==> src/sv/plucked_string_waveguide_macros.svh <==
// Assertion shorthands for the string voice
`ifndef PLUCKED_STRING_WAVEGUIDE_MACROS_SVH
`define PLUCKED_STRING_WAVEGUIDE_MACROS_SVH
`ifndef SYNTHESIS
`define PSWG_ASSERT_IMP(name, ante, cons) \
  name: assert property (@(posedge clk) disable iff (!rst_n) (ante) |-> (cons)) \
    else $error("string voice check failed");
`define PSWG_ASSERT_NXT(name, ante, cons) \
  name: assert property (@(posedge clk) disable iff (!rst_n) (ante) |=> (cons)) \
    else $error("string voice check failed");
`else
`define PSWG_ASSERT_IMP(name, ante, cons)
`define PSWG_ASSERT_NXT(name, ante, cons)
`endif
`endif

==> src/sv/pswg_pkg.sv <==
package pswg_pkg;

  localparam int PSWG_MAX_LOOP     = 1024;
  localparam int PSWG_MAX_ADVANCES = 8;

  localparam int SAMPLE_W = 16;
  localparam int CFG_W    = 18;
  localparam int LEN_W    = 11;
  localparam int INC_W    = 18;
  localparam int RATE_W   = 16;
  localparam int IDX_W    = 10;
  localparam int FRAC_W   = 16;

  localparam logic [1:0] CMD_LOAD    = 2'd0;
  localparam logic [1:0] CMD_STEP    = 2'd1;
  localparam logic [1:0] CMD_RESTART = 2'd2;

  localparam logic [1:0] REG_LOOP_LENGTH    = 2'd0;
  localparam logic [1:0] REG_BASE_INCREMENT = 2'd1;
  localparam logic [1:0] REG_COEFF_CURRENT  = 2'd2;
  localparam logic [1:0] REG_COEFF_PREVIOUS = 2'd3;

  localparam logic [LEN_W-1:0]    RST_LOOP_LENGTH    = 11'd0;
  localparam logic [INC_W-1:0]    RST_BASE_INCREMENT = 18'd65536;
  localparam logic [SAMPLE_W-1:0] RST_COEFF          = 16'sd16384;

  typedef enum logic [7:0] {
    S_IDLE = 8'b0000_0001,
    S_INC  = 8'b0000_0010,
    S_ADV  = 8'b0000_0100,
    S_RD   = 8'b0000_1000,
    S_FMUL = 8'b0001_0000,
    S_WR   = 8'b0010_0000,
    S_IMUL = 8'b0100_0000,
    S_OUT  = 8'b1000_0000
  } state_t;

  function automatic logic signed [15:0] sat16(input logic signed [23:0] v);
    logic signed [15:0] r;
    if (v > 24'sd32767) begin
      r = 16'sh7fff;
    end else if (v < -24'sd32768) begin
      r = 16'sh8000;
    end else begin
      r = v[15:0];
    end
    return r;
  endfunction

endpackage

==> src/sv/pswg_filter.sv <==
module pswg_filter (
  input  logic                                  clk,
  input  logic                                  load,
  input  logic signed [pswg_pkg::SAMPLE_W-1:0]  x_cur,
  input  logic signed [pswg_pkg::SAMPLE_W-1:0]  x_prev,
  input  logic signed [pswg_pkg::SAMPLE_W-1:0]  b_cur,
  input  logic signed [pswg_pkg::SAMPLE_W-1:0]  b_prev,
  output logic signed [pswg_pkg::SAMPLE_W-1:0]  y
);
  import pswg_pkg::*;

  logic signed [31:0] p_cur_r;
  logic signed [31:0] p_prev_r;
  logic signed [32:0] acc;
  logic signed [17:0] acc_sh;

  always_ff @(posedge clk) begin
    if (load) begin
      p_cur_r  <= x_cur * b_cur;
      p_prev_r <= x_prev * b_prev;
    end
  end

  // floor shift by 15 is the upper slice of the sum
  assign acc    = {p_cur_r[31], p_cur_r} + {p_prev_r[31], p_prev_r};
  assign acc_sh = acc[32:15];
  assign y      = sat16({{6{acc_sh[17]}}, acc_sh});

endmodule

==> config.mk <==
export PLATFORM = sky130hd
export DESIGN_NAME = pswg_filter
export DESIGN_NICKNAME = d
export VERILOG_FILES = /design/src/sv/plucked_string_waveguide_macros.svh /design/src/sv/pswg_pkg.sv /design/src/sv/pswg_filter.sv
export SDC_FILE = /design/constraint.sdc
export NUM_CORES = 2
export LEC_CHECK = 0
export BUFFER_PORTS_ARGS = -buffer_cell sky130_fd_sc_hd__clkbuf_2
export CAP_MARGIN = 20
export CORE_AREA = 4 4 247 249
export DETAILED_ROUTE_END_ITERATION = 6
export DIE_AREA = 0 0 251 253
export PLACE_DENSITY_LB_ADDON = 0.2
export SLEW_MARGIN = 20
export SYNTH_ARGS = -nofsm -noshare
export SYNTH_HDL_FRONTEND = slang
export SYNTH_SLANG_ARGS = --single-unit
==> constraint.sdc <==
create_clock -name clk -period 16.6 [get_ports clk]
set_clock_uncertainty 0.2 [all_clocks]
set_input_delay 1.66 -clock clk [delete_from_list [all_inputs] [get_ports clk]]
set_output_delay 1.66 -clock clk [all_outputs]
set_load 0.02 [all_outputs]
==> run summary <==
The fraction of final layout cells sized beyond drive strength 1 came out at 4.68%. The overflow left after global routing came out at 0. The share of the synthesized area in compound gates (AO/OA/AOI/OAI) came out at 6.02%. The max-cap check violation count is 0. The synthesized netlist devotes 14.4% of its cell area to simple gates. The part of the Yosys area used for sequential elements came out at 8.48%. The signal on the critical path passes through clkbuf_2, and2_1, fa_1, inv_1, fa_1, fa_1, inv_1, fa_1, fa_1, inv_1, fa_1, inv_1, ha_1, and3_1, a221oi_1, o21ai_0, a21oi_1, a21oi_1, o311a_1, o21a_1, o21a_1, o311ai_0. The count of clock tree sinks came out at 64. The post-layout instance area is 24100 um^2. Static timing analysis puts the maximum clock frequency at 122 MHz. The data arrival time of the critical path came out at 8.07 ns. The floorplan step defined a die boundary enclosing 63500 um^2. Setup violations remaining at the end of the flow were counted as 0.

The post-route worst hold slack came out at 1.69 ns. The number of cells upsized or downsized after cts is 0. The post-placement cell area came out at 23800 um^2. Yosys mapped a number of flops with a built-in enable equal to 64.

The flow ran to the end, and the final reports show no timing, DRC or antenna violations. The area inside the core boundary is 58700 um^2. The congestion estimate from routability-driven global placement came to 0.852. The boundary pin count is 82. The number of fillers in the final layout is 5746. The endpoint required time on the critical path is 16.49 ns. Together, buffers and inverters on the worst path number 5.

The number of storage elements in the synthesis netlist came out at 64. The number of search-and-repair iterations in the first detailed-routing pass is 5. Among all flip-flop cells after synthesis, the most frequent one is edfxtp_1.

STA classifies the critical path endpoint as a register. The adder and majority gate portion of the synthesized area is 57.1%. The count of yosys warnings during synthesis came out at 0.

The total clock buffers created by CTS is 9. Clock-pin slew was measured on the worst setup and hold paths at 0.05 ns. TritonCTS built the clock tree. The die is 251 um wide. The detail-routed net length per standard cell is 15.7 um. The number of vias per cell after detailed routing is 4.87. The period utilization came out at 49.3%. The post-synthesis to final-layout area growth is 6.41%. In the final timing run, aggregate negative setup slack is 0 ns. The die boundary height is 253 um. Dividing the synthesized area by the synthesized cell count gives 9.51 um^2. The first global-routing pass estimated 87.7 mm of wire. The maximum level of the CTS H-tree came out at 3. The number of distinct library cells after synthesis came out at 54. The number of remaining DRC errors is 0. The largest single stage delay on the critical path is 0.53 ns. The number of buffers inserted by post-CTS setup repair is 0.

The DRC violation total after the first TritonRoute iteration is 748. The critical path's most frequent cell is fa_1. The worst max-slew margin expressed relative to the limit came out at 44.5%. The critical path in this run is classified as primary input to register. For this run, asynchronously set or reset flops after synthesis account for 0%. The fraction of the core area covered by cells at the end of the flow is 41.1%. The pin count of the biggest net entering global routing is 65.

Buffers inserted to repair hold after CTS numbered 0. The number of cells produced by synthesis is 2382. The area share of xor/xnor cells in the synthesized design is 3.09%. The half-perimeter wire length of the detailed placement result is 43.1 mm. In this run the worst path has a maximum fanout of 16. The routed design has 49.9 mm of wire. Grouping stages by cell kind, the critical path spends the most delay in adder cells. The count of endpoints failing hold in the final timing report came out at 0. Measured against the total synthesized area, the mux share comes to 0%. The net count of the mapped netlist came out at 3167. The largest buffer count on any clock path is 2. The residual antenna-violating net count after detailed routing is 0. The initial antenna violation count was 1. The largest individual stage delay along the critical path comes from the cell fa_1. Setup repair after global routing left no endpoint under its margin. The master cell of the clock root buffer is clkbuf_16. Across every metal layer, demand over resource in global routing totals 16.8%. The count of input and output buffers came out at 81. The total via count in the routed design came out at 15.5k.

The count of pins over their slew limit is 0. After synthesis the cells add up to 22700 um^2. The category of the worst setup path launch point is a primary input. The via count of the first global-routing pass came out at 17.7k. The standard-cell row count is 89. The net count reported at finish came out at 3194. The transition time of the tightest slew-check pin came out at 0.832 ns. The combinational family with the most area after synthesis is adder cells. The final critical-path required period is 8.18 ns. The class of the most critical hold timing path is primary input to register. The initial cell density of the core is 38.6%.
==> layout make-up <==
class,count,area (um^2),share of cell area (%)
Inverter,594,2230,9.25
Clock inverter,6,83.8,0.348
Clock buffer,10,229,0.950
Antenna cell,1,2.50,0.0104
Sequential cell,64,1920,7.97
Timing Repair Buffer,82,413,1.71
Tap cell,773,967,4.01
Multi-Input combinational cell,1658,18300,75.7
==> flip-flops by register name, indices dropped and copies added (netlist names) <==
register,count
p_cur_r,32
p_prev_r,32
==> cell usage after synthesis (all sizes together), types with 8 or more instances <==
cell type | instances | share of area [%]
inv | 594 | 9.8
a21oi | 60 | 1.3
clkbuf | 66 | 1.1
xor2 | 20 | 0.77
nand2 | 258 | 4.3
o21a | 12 | 0.40
and2 | 257 | 7.1
nand4 | 8 | 0.22
nand2b | 18 | 0.50
xnor2 | 60 | 2.3
a21o | 35 | 1.2
edfxtp | 64 | 8.5
fa | 524 | 46
o21bai | 9 | 0.31
nor2 | 59 | 0.98
nor3 | 12 | 0.29
nand3 | 12 | 0.27
o21ai | 48 | 1.1
ha | 195 | 11
==> layer usage <==
layer  vias to the layer above  global-route usage (%)  share of wire (%)
li1                       7151                       -                  -
met1                      8068                    22.2                 42
met2                       239                    30.5                 53
met3                        54                    2.11                3.4
met4                         0                    2.60                1.7
met5                         -                       0                  0
==> worst paths after layout <==
| kind | from | depth (start not counted) | end |
|---|---|---|---|
| setup / recovery | x_prev[14] | 22 | p_prev_r[30] |
| hold / removal | b_cur[0] | 2 | p_cur_r[0] |
==> stage by stage <==
step / instances / setup WS (ns)
floorplan: 2382 / 8.78
global placement: 3171 / 8.10
detailed placement: 3171 / 8.05
CTS: 3187 / 8.38
global route: 3187 / 8.03
finish: 3188 / 8.42
==> layout by cell type (no fill, tap or decap), types with 3 or more instances in the layout <==
cell type,count
xor2_1,20
o21a_1,12
a21boi_0,5
and3_1,7
nand3_1,12
o31ai_1,4
or3_1,4
nand2_1,258
nand2b_1,18
edfxtp_1,64
a31o_2,3
clkbuf_2,81
ha_1,195
o21ai_0,48
fa_1,524
nand4_1,8
inv_1,594
clkbuf_16,9
nor3_1,11
clkinv_2,3
a221oi_1,4
a21oi_1,58
o21bai_1,8
xnor2_1,60
nor2b_1,5
and2_1,257
a31oi_1,3
a211oi_1,4
a21o_1,35
nor2_1,59
o211ai_1,5
or2_2,4
==> cell families after synthesis <==
family / after synthesis
and+or+nand+nor: 650
xor gates and xnor gates: 80
buffers and inverters: 660
adders and majority gates: 719
DFF: 64
AOI/OAI and AO/OA: 209
Power is not shown: default switching activity piles up to over one toggle a cycle in this logic, so the estimate is an artifact.
